$ cat src/sv/yuvc_pkg.sv
`default_nettype none
// ----------------------------------------------------------------------------
// yuvc_pkg: shared types and constants of the packed 4:2:2 to planar 4:2:0
// converter.
// Register indexes, field widths and the words passed between the stages.
// ----------------------------------------------------------------------------
package yuvc_pkg;

    localparam int DEF_MAX_WIDTH  = 4096;
    localparam int DEF_MAX_HEIGHT = 4096;

    localparam int CFG_W   = 13;
    localparam int SIZE_W  = 14;
    localparam int LUMA_W  = 24;
    localparam int CHROMA_W = 25;
    localparam int AREA_W  = 2 * SIZE_W;
    localparam int ADDR_W  = 5;
    localparam int DATA_W  = 32;
    localparam int IN_W    = 32;
    localparam int OUT_W   = 112;

    typedef enum logic [2:0] {
        REG_PIXEL_FORMAT  = 3'd0,
        REG_SOURCE_WIDTH  = 3'd1,
        REG_SOURCE_HEIGHT = 3'd2,
        REG_OUT_WIDTH     = 3'd3,
        REG_OUT_HEIGHT    = 3'd4
    } reg_index_t;

    typedef enum logic {
        FMT_YUYV = 1'b0,
        FMT_UYVY = 1'b1
    } pixel_format_t;

    typedef struct packed {
        pixel_format_t         fmt;
        logic [SIZE_W-1:0]     src_pairs;
        logic [SIZE_W-1:0]     src_height;
        logic [SIZE_W-1:0]     out_pairs;
        logic [SIZE_W-1:0]     out_height;
        logic [CHROMA_W-1:0]   u_base;
        logic [CHROMA_W-1:0]   v_base;
    } cfg_t;

    typedef struct packed {
        logic                  valid;
        logic                  keep;
        logic                  even;
        logic                  last;
        logic [LUMA_W-1:0]     luma_pos;
        logic [CHROMA_W-1:0]   chroma_pos;
        logic [IN_W-1:0]       data;
    } stage_t;

endpackage
`default_nettype wire

$ cat src/sv/yuvc_cfg.sv
`default_nettype none
// ----------------------------------------------------------------------------
// yuvc_cfg: configuration registers.
// Holds the APB registers and derives the clamped frame sizes and the plane
// base offsets from them over three registered steps. Input is held off while
// the derived values settle after a reset or a write to a defined register.
// ----------------------------------------------------------------------------
module yuvc_cfg #(
    parameter int MAX_WIDTH  = yuvc_pkg::DEF_MAX_WIDTH,
    parameter int MAX_HEIGHT = yuvc_pkg::DEF_MAX_HEIGHT
) (
    input  wire logic                         aclk,
    input  wire logic                         aresetn,
    input  wire logic                         psel,
    input  wire logic                         penable,
    input  wire logic                         pwrite,
    input  wire logic [yuvc_pkg::ADDR_W-1:0]  paddr,
    input  wire logic [yuvc_pkg::DATA_W-1:0]  pwdata,
    output logic      [yuvc_pkg::DATA_W-1:0]  prdata,
    output logic                              pready,
    output logic                              restart,
    output logic                              busy,
    output yuvc_pkg::cfg_t                    cfg
);

    localparam int SW = yuvc_pkg::SIZE_W;
    localparam int CW = yuvc_pkg::CFG_W;

    yuvc_pkg::reg_index_t  index;
    logic                  wr;
    logic                  fmt_reg;
    logic [CW-1:0]         src_w_reg, src_h_reg, out_w_reg, out_h_reg;
    logic [SW-1:0]         sw, sh, ow, oh, ow_reg;
    logic [SW-1:0]         src_pairs_reg, out_pairs_reg, sh_reg, oh_reg;
    logic [yuvc_pkg::AREA_W-1:0] area_reg;
    logic [yuvc_pkg::AREA_W:0]   v_sum;
    logic [yuvc_pkg::CHROMA_W-1:0] u_base_reg, v_base_reg;
    logic [1:0]            settle_reg;

    assign index  = yuvc_pkg::reg_index_t'(paddr[4:2]);
    assign wr     = psel && penable && pwrite;
    assign pready = 1'b1;

    always_comb begin
        restart = 1'b0;
        if (wr) begin
            unique case (index)
                yuvc_pkg::REG_PIXEL_FORMAT, yuvc_pkg::REG_SOURCE_WIDTH,
                yuvc_pkg::REG_SOURCE_HEIGHT, yuvc_pkg::REG_OUT_WIDTH,
                yuvc_pkg::REG_OUT_HEIGHT: restart = 1'b1;
                default: restart = 1'b0;
            endcase
        end
    end

    always_ff @(posedge aclk) begin
        if (!aresetn) begin
            fmt_reg   <= 1'b0;
            src_w_reg <= CW'(640);
            src_h_reg <= CW'(480);
            out_w_reg <= CW'(640);
            out_h_reg <= CW'(480);
        end else if (wr) begin
            unique case (index)
                yuvc_pkg::REG_PIXEL_FORMAT:  fmt_reg   <= pwdata[0];
                yuvc_pkg::REG_SOURCE_WIDTH:  src_w_reg <= pwdata[CW-1:0];
                yuvc_pkg::REG_SOURCE_HEIGHT: src_h_reg <= pwdata[CW-1:0];
                yuvc_pkg::REG_OUT_WIDTH:     out_w_reg <= pwdata[CW-1:0];
                yuvc_pkg::REG_OUT_HEIGHT:    out_h_reg <= pwdata[CW-1:0];
                default: ;
            endcase
        end
    end

    always_ff @(posedge aclk) begin
        if (!aresetn || restart) begin
            settle_reg <= 2'd2;
        end else if (settle_reg != 2'd0) begin
            settle_reg <= settle_reg - 2'd1;
        end
    end

    assign busy = (settle_reg != 2'd0);

    always_comb begin
        unique case (index)
            yuvc_pkg::REG_PIXEL_FORMAT:  prdata = yuvc_pkg::DATA_W'(fmt_reg);
            yuvc_pkg::REG_SOURCE_WIDTH:  prdata = yuvc_pkg::DATA_W'(src_w_reg);
            yuvc_pkg::REG_SOURCE_HEIGHT: prdata = yuvc_pkg::DATA_W'(src_h_reg);
            yuvc_pkg::REG_OUT_WIDTH:     prdata = yuvc_pkg::DATA_W'(out_w_reg);
            yuvc_pkg::REG_OUT_HEIGHT:    prdata = yuvc_pkg::DATA_W'(out_h_reg);
            default:                     prdata = '0;
        endcase
    end

    // Clamp the sizes; the output crop never exceeds the source frame.
    always_comb begin
        sw = SW'(src_w_reg);
        if (sw < SW'(2))
            sw = SW'(2);
        else if (sw > SW'(MAX_WIDTH))
            sw = SW'(MAX_WIDTH);
        sw[0] = 1'b0;

        sh = SW'(src_h_reg);
        if (sh < SW'(2))
            sh = SW'(2);
        else if (sh > SW'(MAX_HEIGHT))
            sh = SW'(MAX_HEIGHT);

        ow = SW'(out_w_reg);
        if (ow < SW'(2))
            ow = SW'(2);
        else if (ow > sw)
            ow = sw;
        ow[0] = 1'b0;

        oh = SW'(out_h_reg);
        if (oh < SW'(2))
            oh = SW'(2);
        else if (oh > sh)
            oh = sh;
        oh[0] = 1'b0;
    end

    assign v_sum = (yuvc_pkg::AREA_W+1)'(area_reg)
                 + (yuvc_pkg::AREA_W+1)'(area_reg >> 2);

    always_ff @(posedge aclk) begin
        src_pairs_reg <= sw >> 1;
        out_pairs_reg <= ow >> 1;
        sh_reg        <= sh;
        oh_reg        <= oh;
        ow_reg        <= ow;
        area_reg      <= yuvc_pkg::AREA_W'(ow_reg) * yuvc_pkg::AREA_W'(oh_reg);
        u_base_reg    <= area_reg[yuvc_pkg::CHROMA_W-1:0];
        v_base_reg    <= v_sum[yuvc_pkg::CHROMA_W-1:0];
    end

    always_comb begin
        cfg.fmt        = yuvc_pkg::pixel_format_t'(fmt_reg);
        cfg.src_pairs  = src_pairs_reg;
        cfg.src_height = sh_reg;
        cfg.out_pairs  = out_pairs_reg;
        cfg.out_height = oh_reg;
        cfg.u_base     = u_base_reg;
        cfg.v_base     = v_base_reg;
    end

endmodule
`default_nettype wire

$ cat src/sv/yuvc_track.sv
`default_nettype none
// ----------------------------------------------------------------------------
// yuvc_track: input register and raster position tracking.
// Registers each accepted word together with its crop decision and its luma
// and chroma positions, and steps the column and row counters.
// ----------------------------------------------------------------------------
module yuvc_track #(
    parameter int MAX_WIDTH  = yuvc_pkg::DEF_MAX_WIDTH,
    parameter int MAX_HEIGHT = yuvc_pkg::DEF_MAX_HEIGHT
) (
    input  wire logic                        aclk,
    input  wire logic                        aresetn,
    input  wire logic                        s_tvalid,
    output logic                             s_tready,
    input  wire logic [yuvc_pkg::IN_W-1:0]   s_tdata,
    input  wire logic                        restart,
    input  wire logic                        cfg_busy,
    input  wire yuvc_pkg::cfg_t              cfg,
    input  wire logic                        out_ready,
    output yuvc_pkg::stage_t                 stage
);

    localparam int COL_W = $clog2(MAX_WIDTH / 2 + 1);
    localparam int ROW_W = $clog2(MAX_HEIGHT + 1);
    localparam int SW    = yuvc_pkg::SIZE_W;

    logic [COL_W-1:0]              col_reg, col_next, col_inc;
    logic [ROW_W-1:0]              row_reg, row_next, row_inc;
    logic [yuvc_pkg::LUMA_W-1:0]   luma_reg, luma_next;
    logic [yuvc_pkg::CHROMA_W-1:0] chroma_reg, chroma_next;
    logic                          keep, even, last, accept;
    yuvc_pkg::stage_t              stage_reg;

    assign s_tready = (!stage_reg.valid || out_ready) && !cfg_busy;
    assign accept   = s_tvalid && s_tready;
    assign col_inc  = col_reg + COL_W'(1);
    assign row_inc  = row_reg + ROW_W'(1);
    assign keep     = (SW'(col_reg) < cfg.out_pairs) && (SW'(row_reg) < cfg.out_height);
    assign even     = !row_reg[0];
    assign last     = (SW'(row_reg) == cfg.out_height - SW'(1))
                   && (SW'(col_reg) == cfg.out_pairs - SW'(1));

    always_comb begin
        col_next    = col_reg;
        row_next    = row_reg;
        luma_next   = luma_reg;
        chroma_next = chroma_reg;
        if (restart) begin
            col_next    = '0;
            row_next    = '0;
            luma_next   = '0;
            chroma_next = '0;
        end else if (accept) begin
            if (keep) begin
                luma_next = luma_reg + yuvc_pkg::LUMA_W'(2);
                if (even)
                    chroma_next = chroma_reg + yuvc_pkg::CHROMA_W'(1);
            end
            col_next = col_inc;
            if (SW'(col_inc) >= cfg.src_pairs) begin
                col_next = '0;
                row_next = row_inc;
                if (SW'(row_inc) >= cfg.src_height) begin
                    row_next    = '0;
                    luma_next   = '0;
                    chroma_next = '0;
                end
            end
        end
    end

    always_ff @(posedge aclk) begin
        if (!aresetn) begin
            col_reg    <= '0;
            row_reg    <= '0;
            luma_reg   <= '0;
            chroma_reg <= '0;
        end else begin
            col_reg    <= col_next;
            row_reg    <= row_next;
            luma_reg   <= luma_next;
            chroma_reg <= chroma_next;
        end
    end

    always_ff @(posedge aclk) begin
        if (!aresetn) begin
            stage_reg.valid <= 1'b0;
        end else if (accept) begin
            stage_reg.valid <= 1'b1;
        end else if (out_ready) begin
            stage_reg.valid <= 1'b0;
        end
        if (accept) begin
            stage_reg.keep       <= keep;
            stage_reg.even       <= even;
            stage_reg.last       <= last;
            stage_reg.luma_pos   <= luma_reg;
            stage_reg.chroma_pos <= chroma_reg;
            stage_reg.data       <= s_tdata;
        end
    end

    assign stage = stage_reg;

endmodule
`default_nettype wire

$ cat src/sv/yuvc_out.sv
`default_nettype none
// ----------------------------------------------------------------------------
// yuvc_out: result register.
// Sorts the macropixel bytes into luma and chroma, adds the plane bases to
// the chroma position and holds the result word until it is taken.
// ----------------------------------------------------------------------------
module yuvc_out (
    input  wire logic                         aclk,
    input  wire logic                         aresetn,
    input  wire yuvc_pkg::stage_t             stage,
    input  wire yuvc_pkg::cfg_t               cfg,
    output logic                              out_ready,
    output logic                              m_tvalid,
    input  wire logic                         m_tready,
    output logic [yuvc_pkg::OUT_W-1:0]        m_tdata,
    output logic [0:0]                        m_tuser,
    output logic                              m_tlast
);

    localparam int CH = yuvc_pkg::CHROMA_W;

    logic [7:0]    y0, y1, u, v;
    logic [CH-1:0] u_off, v_off;
    logic          valid_reg, load;
    logic [yuvc_pkg::OUT_W-1:0] data_reg, data_next;
    logic          chroma_reg, last_reg;

    assign out_ready = !valid_reg || m_tready;
    assign load      = out_ready && stage.valid && stage.keep;

    always_comb begin
        if (cfg.fmt == yuvc_pkg::FMT_YUYV) begin
            y0 = stage.data[7:0];
            u  = stage.data[15:8];
            y1 = stage.data[23:16];
            v  = stage.data[31:24];
        end else begin
            u  = stage.data[7:0];
            y0 = stage.data[15:8];
            v  = stage.data[23:16];
            y1 = stage.data[31:24];
        end
        u_off = cfg.u_base + stage.chroma_pos;
        v_off = cfg.v_base + stage.chroma_pos;
        if (!stage.even) begin
            u     = '0;
            v     = '0;
            u_off = '0;
            v_off = '0;
        end
        data_next = {6'b0, v, u, v_off, u_off, y1, y0, stage.luma_pos};
    end

    always_ff @(posedge aclk) begin
        if (!aresetn) begin
            valid_reg <= 1'b0;
        end else if (out_ready) begin
            valid_reg <= stage.valid && stage.keep;
        end
    end

    always_ff @(posedge aclk) begin
        if (load) begin
            data_reg   <= data_next;
            chroma_reg <= stage.even;
            last_reg   <= stage.last;
        end
    end

    assign m_tvalid   = valid_reg;
    assign m_tdata    = data_reg;
    assign m_tuser[0] = chroma_reg;
    assign m_tlast    = last_reg;

endmodule
`default_nettype wire

$ cat src/sv/packed_yuv422_to_planar_yuv420.sv
`default_nettype none
// ----------------------------------------------------------------------------
// packed_yuv422_to_planar_yuv420: packed 4:2:2 to planar 4:2:0 converter.
// Crops a YUYV or UYVY frame and emits luma and even-row chroma bytes with
// their offsets in a planar 4:2:0 buffer.
// ----------------------------------------------------------------------------
// The block takes one macropixel word in every clock cycle while the result
// register does not stall it and the configuration is not settling. Each word
// passes through the input register, where the crop decision and raster
// positions are fixed, and then the result register, where the plane offsets
// are added. Words outside the crop give no result. A write to any defined
// register restarts the frame; the derived sizes and plane bases then settle
// through the width clamp, the area multiplier and the base adder, so s_tready
// is held low after such a write and after reset until they are in place.
module packed_yuv422_to_planar_yuv420 #(
    parameter int MAX_WIDTH  = yuvc_pkg::DEF_MAX_WIDTH,
    parameter int MAX_HEIGHT = yuvc_pkg::DEF_MAX_HEIGHT
) (
    input  wire logic                         aclk,
    input  wire logic                         aresetn,
    input  wire logic                         psel,
    input  wire logic                         penable,
    input  wire logic                         pwrite,
    input  wire logic [yuvc_pkg::ADDR_W-1:0]  paddr,
    input  wire logic [yuvc_pkg::DATA_W-1:0]  pwdata,
    output logic      [yuvc_pkg::DATA_W-1:0]  prdata,
    output logic                              pready,
    input  wire logic                         s_tvalid,
    output logic                              s_tready,
    // byte0, byte1, byte2, byte3
    input  wire logic [yuvc_pkg::IN_W-1:0]    s_tdata,
    output logic                              m_tvalid,
    input  wire logic                         m_tready,
    // luma_offset, luma_first, luma_second, u_offset, v_offset, u_value,
    // v_value, zero fill
    output logic [yuvc_pkg::OUT_W-1:0]        m_tdata,
    // chroma_write
    output logic [0:0]                        m_tuser,
    output logic                              m_tlast
);

    yuvc_pkg::cfg_t   cfg;
    yuvc_pkg::stage_t stage;
    logic             restart;
    logic             cfg_busy;
    logic             out_ready;

    yuvc_cfg #(
        .MAX_WIDTH  (MAX_WIDTH),
        .MAX_HEIGHT (MAX_HEIGHT)
    ) u_cfg (
        .aclk    (aclk),
        .aresetn (aresetn),
        .psel    (psel),
        .penable (penable),
        .pwrite  (pwrite),
        .paddr   (paddr),
        .pwdata  (pwdata),
        .prdata  (prdata),
        .pready  (pready),
        .restart (restart),
        .busy    (cfg_busy),
        .cfg     (cfg)
    );

    yuvc_track #(
        .MAX_WIDTH  (MAX_WIDTH),
        .MAX_HEIGHT (MAX_HEIGHT)
    ) u_track (
        .aclk      (aclk),
        .aresetn   (aresetn),
        .s_tvalid  (s_tvalid),
        .s_tready  (s_tready),
        .s_tdata   (s_tdata),
        .restart   (restart),
        .cfg_busy  (cfg_busy),
        .cfg       (cfg),
        .out_ready (out_ready),
        .stage     (stage)
    );

    yuvc_out u_out (
        .aclk      (aclk),
        .aresetn   (aresetn),
        .stage     (stage),
        .cfg       (cfg),
        .out_ready (out_ready),
        .m_tvalid  (m_tvalid),
        .m_tready  (m_tready),
        .m_tdata   (m_tdata),
        .m_tuser   (m_tuser),
        .m_tlast   (m_tlast)
    );

    a_stall_blocks_input: assert property (@(posedge aclk) disable iff (!aresetn)
        stage.valid && !out_ready |-> !s_tready)
        else $error("input accepted while the input register is stalled");

    a_settle_blocks_input: assert property (@(posedge aclk) disable iff (!aresetn)
        cfg_busy |-> !s_tready)
        else $error("input accepted while the frame sizes are settling");

    a_drain_empties: assert property (@(posedge aclk) disable iff (!aresetn)
        m_tvalid && m_tready && !stage.valid |=> !m_tvalid)
        else $error("result word repeated after it was taken");

    a_reset_clears: assert property (@(posedge aclk)
        !aresetn |=> !m_tvalid && !stage.valid)
        else $error("pipeline not empty after reset");

endmodule
`default_nettype wire

$ cat config.mk
export PLATFORM = sky130hd
export DESIGN_NAME = packed_yuv422_to_planar_yuv420
export DESIGN_NICKNAME = d
export VERILOG_FILES = /design/src/sv/yuvc_pkg.sv /design/src/sv/yuvc_cfg.sv /design/src/sv/yuvc_track.sv /design/src/sv/yuvc_out.sv /design/src/sv/packed_yuv422_to_planar_yuv420.sv
export SDC_FILE = /design/constraint.sdc
export NUM_CORES = 1
export LEC_CHECK = 0
export ABC_AREA = 1
export ABC_CLOCK_PERIOD_IN_PS = 7500
export BUFFER_PORTS_ARGS = -buffer_cell sky130_fd_sc_hd__buf_2
export CORE_MARGIN = 1
export CORE_UTILIZATION = 61
export DETAILED_ROUTE_END_ITERATION = 10
export PLACE_DENSITY = 0.79
export SKIP_CTS_REPAIR_TIMING = 1
export SLEW_MARGIN = 20
export SYNTH_ARGS = -nofsm -noshare
export SYNTH_HDL_FRONTEND = slang
export SYNTH_SLANG_ARGS = --single-unit
$ cat constraint.sdc
create_clock -name aclk -period 7.5 [get_ports aclk]
set_input_delay 0.375 -clock aclk [delete_from_list [all_inputs] [get_ports aclk]]
set_output_delay 0.375 -clock aclk [all_outputs]
set_load 0.02 [all_outputs]
==> flow_summary.toml, run 1 <==
[synth]
netlist.top_cell.by_area = "edfxtp_1"
netlist_area_sq_um = 28000
avgSynthCellArea_sq_um = 7.95
yosys_warnings = 0
postSynthCellCount = 3524
yosysTopAreaCellShare_pct = 20.4
ys_seq_area_share_pct = 38.2
synth-edff-count = 190
ys_ff_latch = 440
async_flop_share_pct = 0
synth_common_cells = "nand2_1 (740), inv_1 (602), nor2_1 (395)"
synth_ff_type = "dfxtp_1"
synth_area_leaders = "edfxtp_1 (20%), dfxtp_1 (18%), ha_1 (10%), nand2_1 (9.9%), inv_1 (8.1%)"
yosysMostFrequentCell = "nand2_1"
synth_cell_types = 56

[die]
fp.dieH_um = 216
row_count = 78
io_pins = 225
die_area_sq_um = 46800
die_w_um = 216
core_sq_um = 45400
start_util_pct = 61.8

[worst_setup_path]
end_kind = "flip-flop"
path_max_fanout = 16
crit_required_ns = 8.01
path_class = "flip-flop to flip-flop"
regToRegSetupSlack_ns = 2.28
crit_arrival_ns = 5.73
critPathLaunchType = "flip-flop"

[sta]
layout_setup_ws_ns = 2.28
min_period_ns = 5.22
max_slew_margin_pct = 27.0
setup_viol = 0
hold_viol = 0
max_freq_mhz = 191
worst-slew-pin-transition_ns = 1.09
fin_hold_ws_ns = 0.0574
rsz0062_at_grt = "no"
fin_skew_ns = 0.0275
tns_ns = 0
final_max_slew_viol_count = 0
fin_crit_sh_pct = 69.7

[routing]
first_pass_iters = 6
wire_per_inst_um = 15.4
drtIter0Drc = 1938
drc = 0
num_vias = 23400
vias_per_cell = 5.39
drt_wl_total_um = 66800
ant_nets = 0

[layout]
area_delta_synth_final_pct = 11.2
drive_gt1_share_pct = 8.27
nNetsFinal = 4104
fin_cells = 4337
fin_area_sq_um = 31200
fin_util_pct = 68.7
largest_register_ffs = 105

[cts]
cts_tree = "done"
clk_latency_ns = 0.60
h-tree-depth = 2
path_clk_slew_ns = 0.06
cts_buffers = 46
cts.sinks = 440
cts.root.buffer_cell = "clkbuf_16"
cts_buffer_depth = 3

[job]
max_cap_violations = 0

[grt]
grt_pass1_vias = 21700
grt_pass1_wl_um = 107000
grtUsageTotal_pct = 28.1
overflow = 0
grt_max_degree = 72
antenna_found_initial = 1

[placed_design]
dpl-instance-area_sq_um = 29300
dpl.hpwl_um = 49900
pre_cts_slack_ns = 2.35
numPlacedInstances = 4218
io_buffers = 176
gp_congestion = 0.990

[power]
power_mw = 11.7
max-vdd-ir-drop_v = 0.000452
p_per_area_nw_per_um2 = 374
p_leak_nw = 15.2

[status]
outcome = "finished, final reports clean"

[hold_path]
hp-class = "input pin to flip-flop"
==> cells in the final DEF (no fill, tap or decap), types with 142 or more instances in the layout <==
cell and count:
buf_2 176, dfxtp_1 249, o21ai_0 193, inv_1 601, nor2_1 394, ha_1 226
nand2_1 740, a21oi_1 189, edfxtp_1 190, nand3_1 142
==> worst max-delay path, cell delays in order (launching register included) <==
cell     delay (ns)
dfxtp_1        0.82
nand2_1        0.18
fa_1           0.56
inv_1          0.05
fa_1           0.55
fa_1           0.43
ha_1           0.30
inv_1          0.06
fa_1           0.54
inv_1          0.04
ha_1           0.34
nand2_1        0.06
o21ai_0        0.48
nand3_1        0.13
nand2_1        0.13
nand3_1        0.08
nand2_1        0.10
nand2_1        0.06
nand2_1        0.08
xor2_1         0.14
==> logic make-up after synthesis <==
| family | after synthesis | synth area share [%] |
|---|---|---|
| other cells | 2 | 0.0268 |
| mux | 1 | 0.0357 |
| buf+inv | 732 | 10.3 |
| xor+xnor | 75 | 2.39 |
| compound gates | 493 | 9.71 |
| flops | 440 | 38.2 |
| simple gates | 1451 | 21.8 |
| fa+ha+maj | 330 | 17.5 |
==> routing by layer <==
| metal | track usage, % | vias to the layer above | wire, um |
|---|---|---|---|
| met5 | 0 | - | 0 |
| met4 | 11.0 | 0 | 2400 |
| met3 | 3.09 | 152 | 3740 |
| met2 | 47.8 | 766 | 32000 |
| met1 | 36.7 | 10800 | 28700 |
| li1 | - | 11700 | - |
==> layout make-up <==
class	count	area (sq um)
fillers	3707	14200
clock inverters	22	277
multi-input cells	2377	14500
inverters	615	2310
flip-flops and latches	440	10700
clock buffers	63	1310
repair buffers	218	1280
diodes	2	5.00
well taps	600	751
==> power by group <==
part / total (mW) / internal, mW / switching [mW]
Sequential: 3.30 / 2.97 / 0.328
Combinational: 5.99 / 2.19 / 3.80
Clock: 2.36 / 1.40 / 0.963
Total: 11.7 / 6.57 / 5.09
==> worst paths after layout <==
check	from	endpoint	cells after the start
setup / recovery	u_cfg.ow_reg[5]$_SDFF_PN0_	u_cfg.area_reg[24]$_DFF_P_	19
hold / removal	pwdata[9]	u_cfg.out_w_reg[9]$_SDFFE_PN1P_	3
setup reg to reg	u_cfg.ow_reg[5]$_SDFF_PN0_	u_cfg.area_reg[24]$_DFF_P_	19
hold reg to reg	u_cfg.area_reg[6]$_DFF_P_	u_cfg.u_base_reg[6]$_DFF_P_	0
Power figures use the tool's default switching activity.
==> run 2, diff against run 1 <==
--- a/config.mk
+++ b/config.mk
@@ -5,13 +5,13 @@
 export SDC_FILE = /design/constraint.sdc
 export NUM_CORES = 1
 export LEC_CHECK = 0
-export ABC_AREA = 1
-export ABC_CLOCK_PERIOD_IN_PS = 7500
+export ABC_AREA = 0
+export ABC_CLOCK_PERIOD_IN_PS = 4320
 export BUFFER_PORTS_ARGS = -buffer_cell sky130_fd_sc_hd__buf_2
 export CORE_MARGIN = 1
-export CORE_UTILIZATION = 61
+export CORE_UTILIZATION = 55
 export DETAILED_ROUTE_END_ITERATION = 10
-export PLACE_DENSITY = 0.79
+export PLACE_DENSITY = 0.75
 export SKIP_CTS_REPAIR_TIMING = 1
 export SLEW_MARGIN = 20
 export SYNTH_ARGS = -nofsm -noshare
==> constraint.sdc (replaced) <==
create_clock -name aclk -period 4.32 [get_ports aclk]
set_input_delay 0.216 -clock aclk [delete_from_list [all_inputs] [get_ports aclk]]
set_output_delay 0.216 -clock aclk [all_outputs]
set_load 0.02 [all_outputs]
==> flow_summary.toml, run 2 <==
[status]
outcome = "finished with violations"
failed_checks = "negative hold slack, negative setup slack"

[synth]
synth-edff-count = 190
synth_common_cells = "nand2_1 (304), nor2_1 (286), inv_1 (252)"
synth_area_leaders = "edfxtp_1 (21%), dfxtp_1 (19%), ha_1 (11%), fa_1 (7.8%), nand2_1 (4.3%)"
async_flop_share_pct = 0
netlist_area_sq_um = 26600
netlist.top_cell.by_area = "edfxtp_1"
avgSynthCellArea_sq_um = 9.71
ys_seq_area_share_pct = 40.3
yosys_warnings = 0
postSynthCellCount = 2737
yosysMostFrequentCell = "nand2_1"
synth_cell_types = 86
ys_ff_latch = 440
yosysTopAreaCellShare_pct = 21.5
synth_ff_type = "dfxtp_1"

[grt]
antenna_found_initial = 0
gr-usage-met1_pct = 31.9
grt_pass1_vias = 20200
overflow = 0
grtUsageTotal_pct = 25.8
grt_pass1_wl_um = 102000
top_usage_layer = "met2"
met2_usage_pct = 46.3
grt_max_degree = 107
use_met3_pct = 3.50

[worst_setup_path]
crit_arrival_ns = 5.51
path_delay_family = "adder cells"
path_cells = "buf_6 -> clkinv_4 -> buf_4 -> nor2_2 -> fa_1 -> inv_1 -> fa_1 -> inv_2 -> fa_1 -> fa_1 -> inv_1 -> fa_1 -> inv_2 -> ha_4 -> or3_4 -> nor2_4 -> o31ai_4 -> o41ai_4 -> buf_4 -> o21ai_2 -> a41o_1 -> xor2_1"
path_class = "flip-flop to flip-flop"
worstSetupPathDepth = 22
worst-path-buf-inv = 8
end_kind = "flip-flop"
path_max_fanout = 7
crit_slowest_cell = "fa_1"
crit_required_ns = 4.81
critPathLaunchType = "flip-flop"
critical-path-max-stage-delay_ns = 0.53
r2r.worst_path.cells = 22
path_common_cell = "fa_1"

[cts]
cts_buffer_depth = 3
h-tree-depth = 2
path_clk_slew_ns = 0.06
clk_latency_ns = 0.61
cts.root.buffer_cell = "clkbuf_16"
cts_tree = "done"
cts_buffers = 47
cts.sinks = 440

[placed_design]
gp_congestion = 0.935
io_buffers = 176
dpl.hpwl_um = 49400

[die]
start_util_pct = 55.7
die_area_sq_um = 49200
fp.dieH_um = 222
die_w_um = 222
core_sq_um = 47700
row_count = 80
io_pins = 225

[routing]
vias_per_cell = 5.54
wire_per_inst_um = 18.0
drt_wl_total_um = 67000
first_pass_iters = 6
ant_nets = 0
drtIter0Drc = 1477
num_vias = 20600
drc = 0

[layout]
final_cell_mix = "nand2_1 (301), nor2_1 (271), inv_1 (240)"
drive_gt1_share_pct = 19.3
mostFrequentLayoutCell = "nand2_1"
area_delta_synth_final_pct = 19.0
largest_register_ffs = 105
nNetsFinal = 3473
antennaDiodeCount = 0

[sta]
max_freq_mhz = 199
fin_skew_ns = 0.0487
layout_setup_ws_ns = -0.694
fin_crit_sh_pct = 116
fin_hold_ws_ns = -0.0286
rsz0062_at_grt = "yes"
tns_ns = -7.57
max_slew_margin_pct = 28.7
setup_viol = 15
min_period_ns = 5.01
hold_viol = 2
worst-slew-pin-transition_ns = 1.07
final_max_slew_viol_count = 0

[job]
max_cap_violations = 0

[power]
p_leak_nw = 13.7
max-vdd-ir-drop_v = 0.000329
p_int_mw = 8.69
power_mw = 12.5
combinationalPowerShare_pct = 25.6
p_sw_mw = 3.77
p_clk_share_pct = 34.1
p_per_area_nw_per_um2 = 394
seqPwrFrac_pct = 40.3
switching_share_pct = 30.2

[hold_path]
holdPathStages = 4
hp-class = "input pin to flip-flop"
## run 2: cell count changes after synthesis, moves of 44 or more
cell / delta
inv_1: -350
nand3_1: -75
nor2_1: -109
a21boi_0: +45
nand4_1: -44
o21ai_0: -104
xnor2_1: +106
a21oi_1: -109
nand2_1: -436
## run 2: cell families after synthesis
kind of cell             share of synthesized area, %
AND/OR/NAND/NOR                                  16.5
flip-flops                                       40.3
AO/OA/AOI/OAI                                    10.2
buffers and inverters                            6.33
adder cells (fa/ha/maj)                          18.5
XOR/XNOR                                         6.06
multiplexers                                     2.13
other                                          0.0283
## run 2: final timing paths
| check | start | endpoint | slack [ns] |
|---|---|---|---|
| setup / recovery | u_cfg.ow_reg[8]$_SDFF_PN0_ | u_cfg.area_reg[24]$_DFF_P_ | -0.69 |
| hold / removal | m_tready | u_track.stage[84]$_SDFFE_PN0P_ | -0.03 |
| setup reg to reg | u_cfg.ow_reg[8]$_SDFF_PN0_ | u_cfg.area_reg[24]$_DFF_P_ | -0.69 |
| hold reg to reg | u_cfg.area_reg[21]$_DFF_P_ | u_cfg.u_base_reg[21]$_DFF_P_ | 0.39 |
## run 2: area by class of cell
| cell class | instances | area [sq um] |
|---|---|---|
| fill | 3676 | 16100 |
| clock buffer | 66 | 1310 |
| timing repair buffer | 390 | 2660 |
| multi-input combinational | 1919 | 14700 |
| sequential | 440 | 10800 |
| tap | 615 | 769 |
| clock inverter | 22 | 343 |
| inverter | 269 | 1080 |
## run 2: power by group through the flow
stage / combinational (mW) / sequential [mW] / clock (mW)
after floorplan: 2.20 / 5.10 / 0
after global placement: 2.93 / 5.08 / 0
after detailed placement: 3.03 / 5.10 / 0
after CTS: 3.06 / 5.01 / 4.30
after global routing: 3.52 / 5.05 / 4.47
final: 3.19 / 5.02 / 4.25
## run 2: layer usage
metal,up-vias,routed length [um]
li1,9970,-
met1,9907,27700
met5,-,0
met4,0,2070
met2,594,34300
met3,160,3010
## run 2: tightest hold or removal path: stages
cell and delay (ns):
buf_2 0.08, nor2b_1 0.07, nand2_1 0.09, a21boi_0 0.08
## run 2: stage by stage
| stage | area (sq um) | hold WS (ns) | utilization (%) | instances | worst slack [ns] |
|---|---|---|---|---|---|
| final | 31600 | -0.0286 | 66.3 | 3721 | -0.694 |
| after global routing | 31600 | 0.00740 | 66.3 | 3721 | -0.839 |
| after CTS | 30700 | -0.255 | 64.4 | 3654 | -0.886 |
| after detailed placement | 29100 | 0.382 | 60.9 | 3566 | -0.923 |
| after global placement | 29100 | 0.377 | 60.9 | 3566 | -0.793 |
| after floorplan | 27100 | 0.315 | - | 2762 | -0.572 |
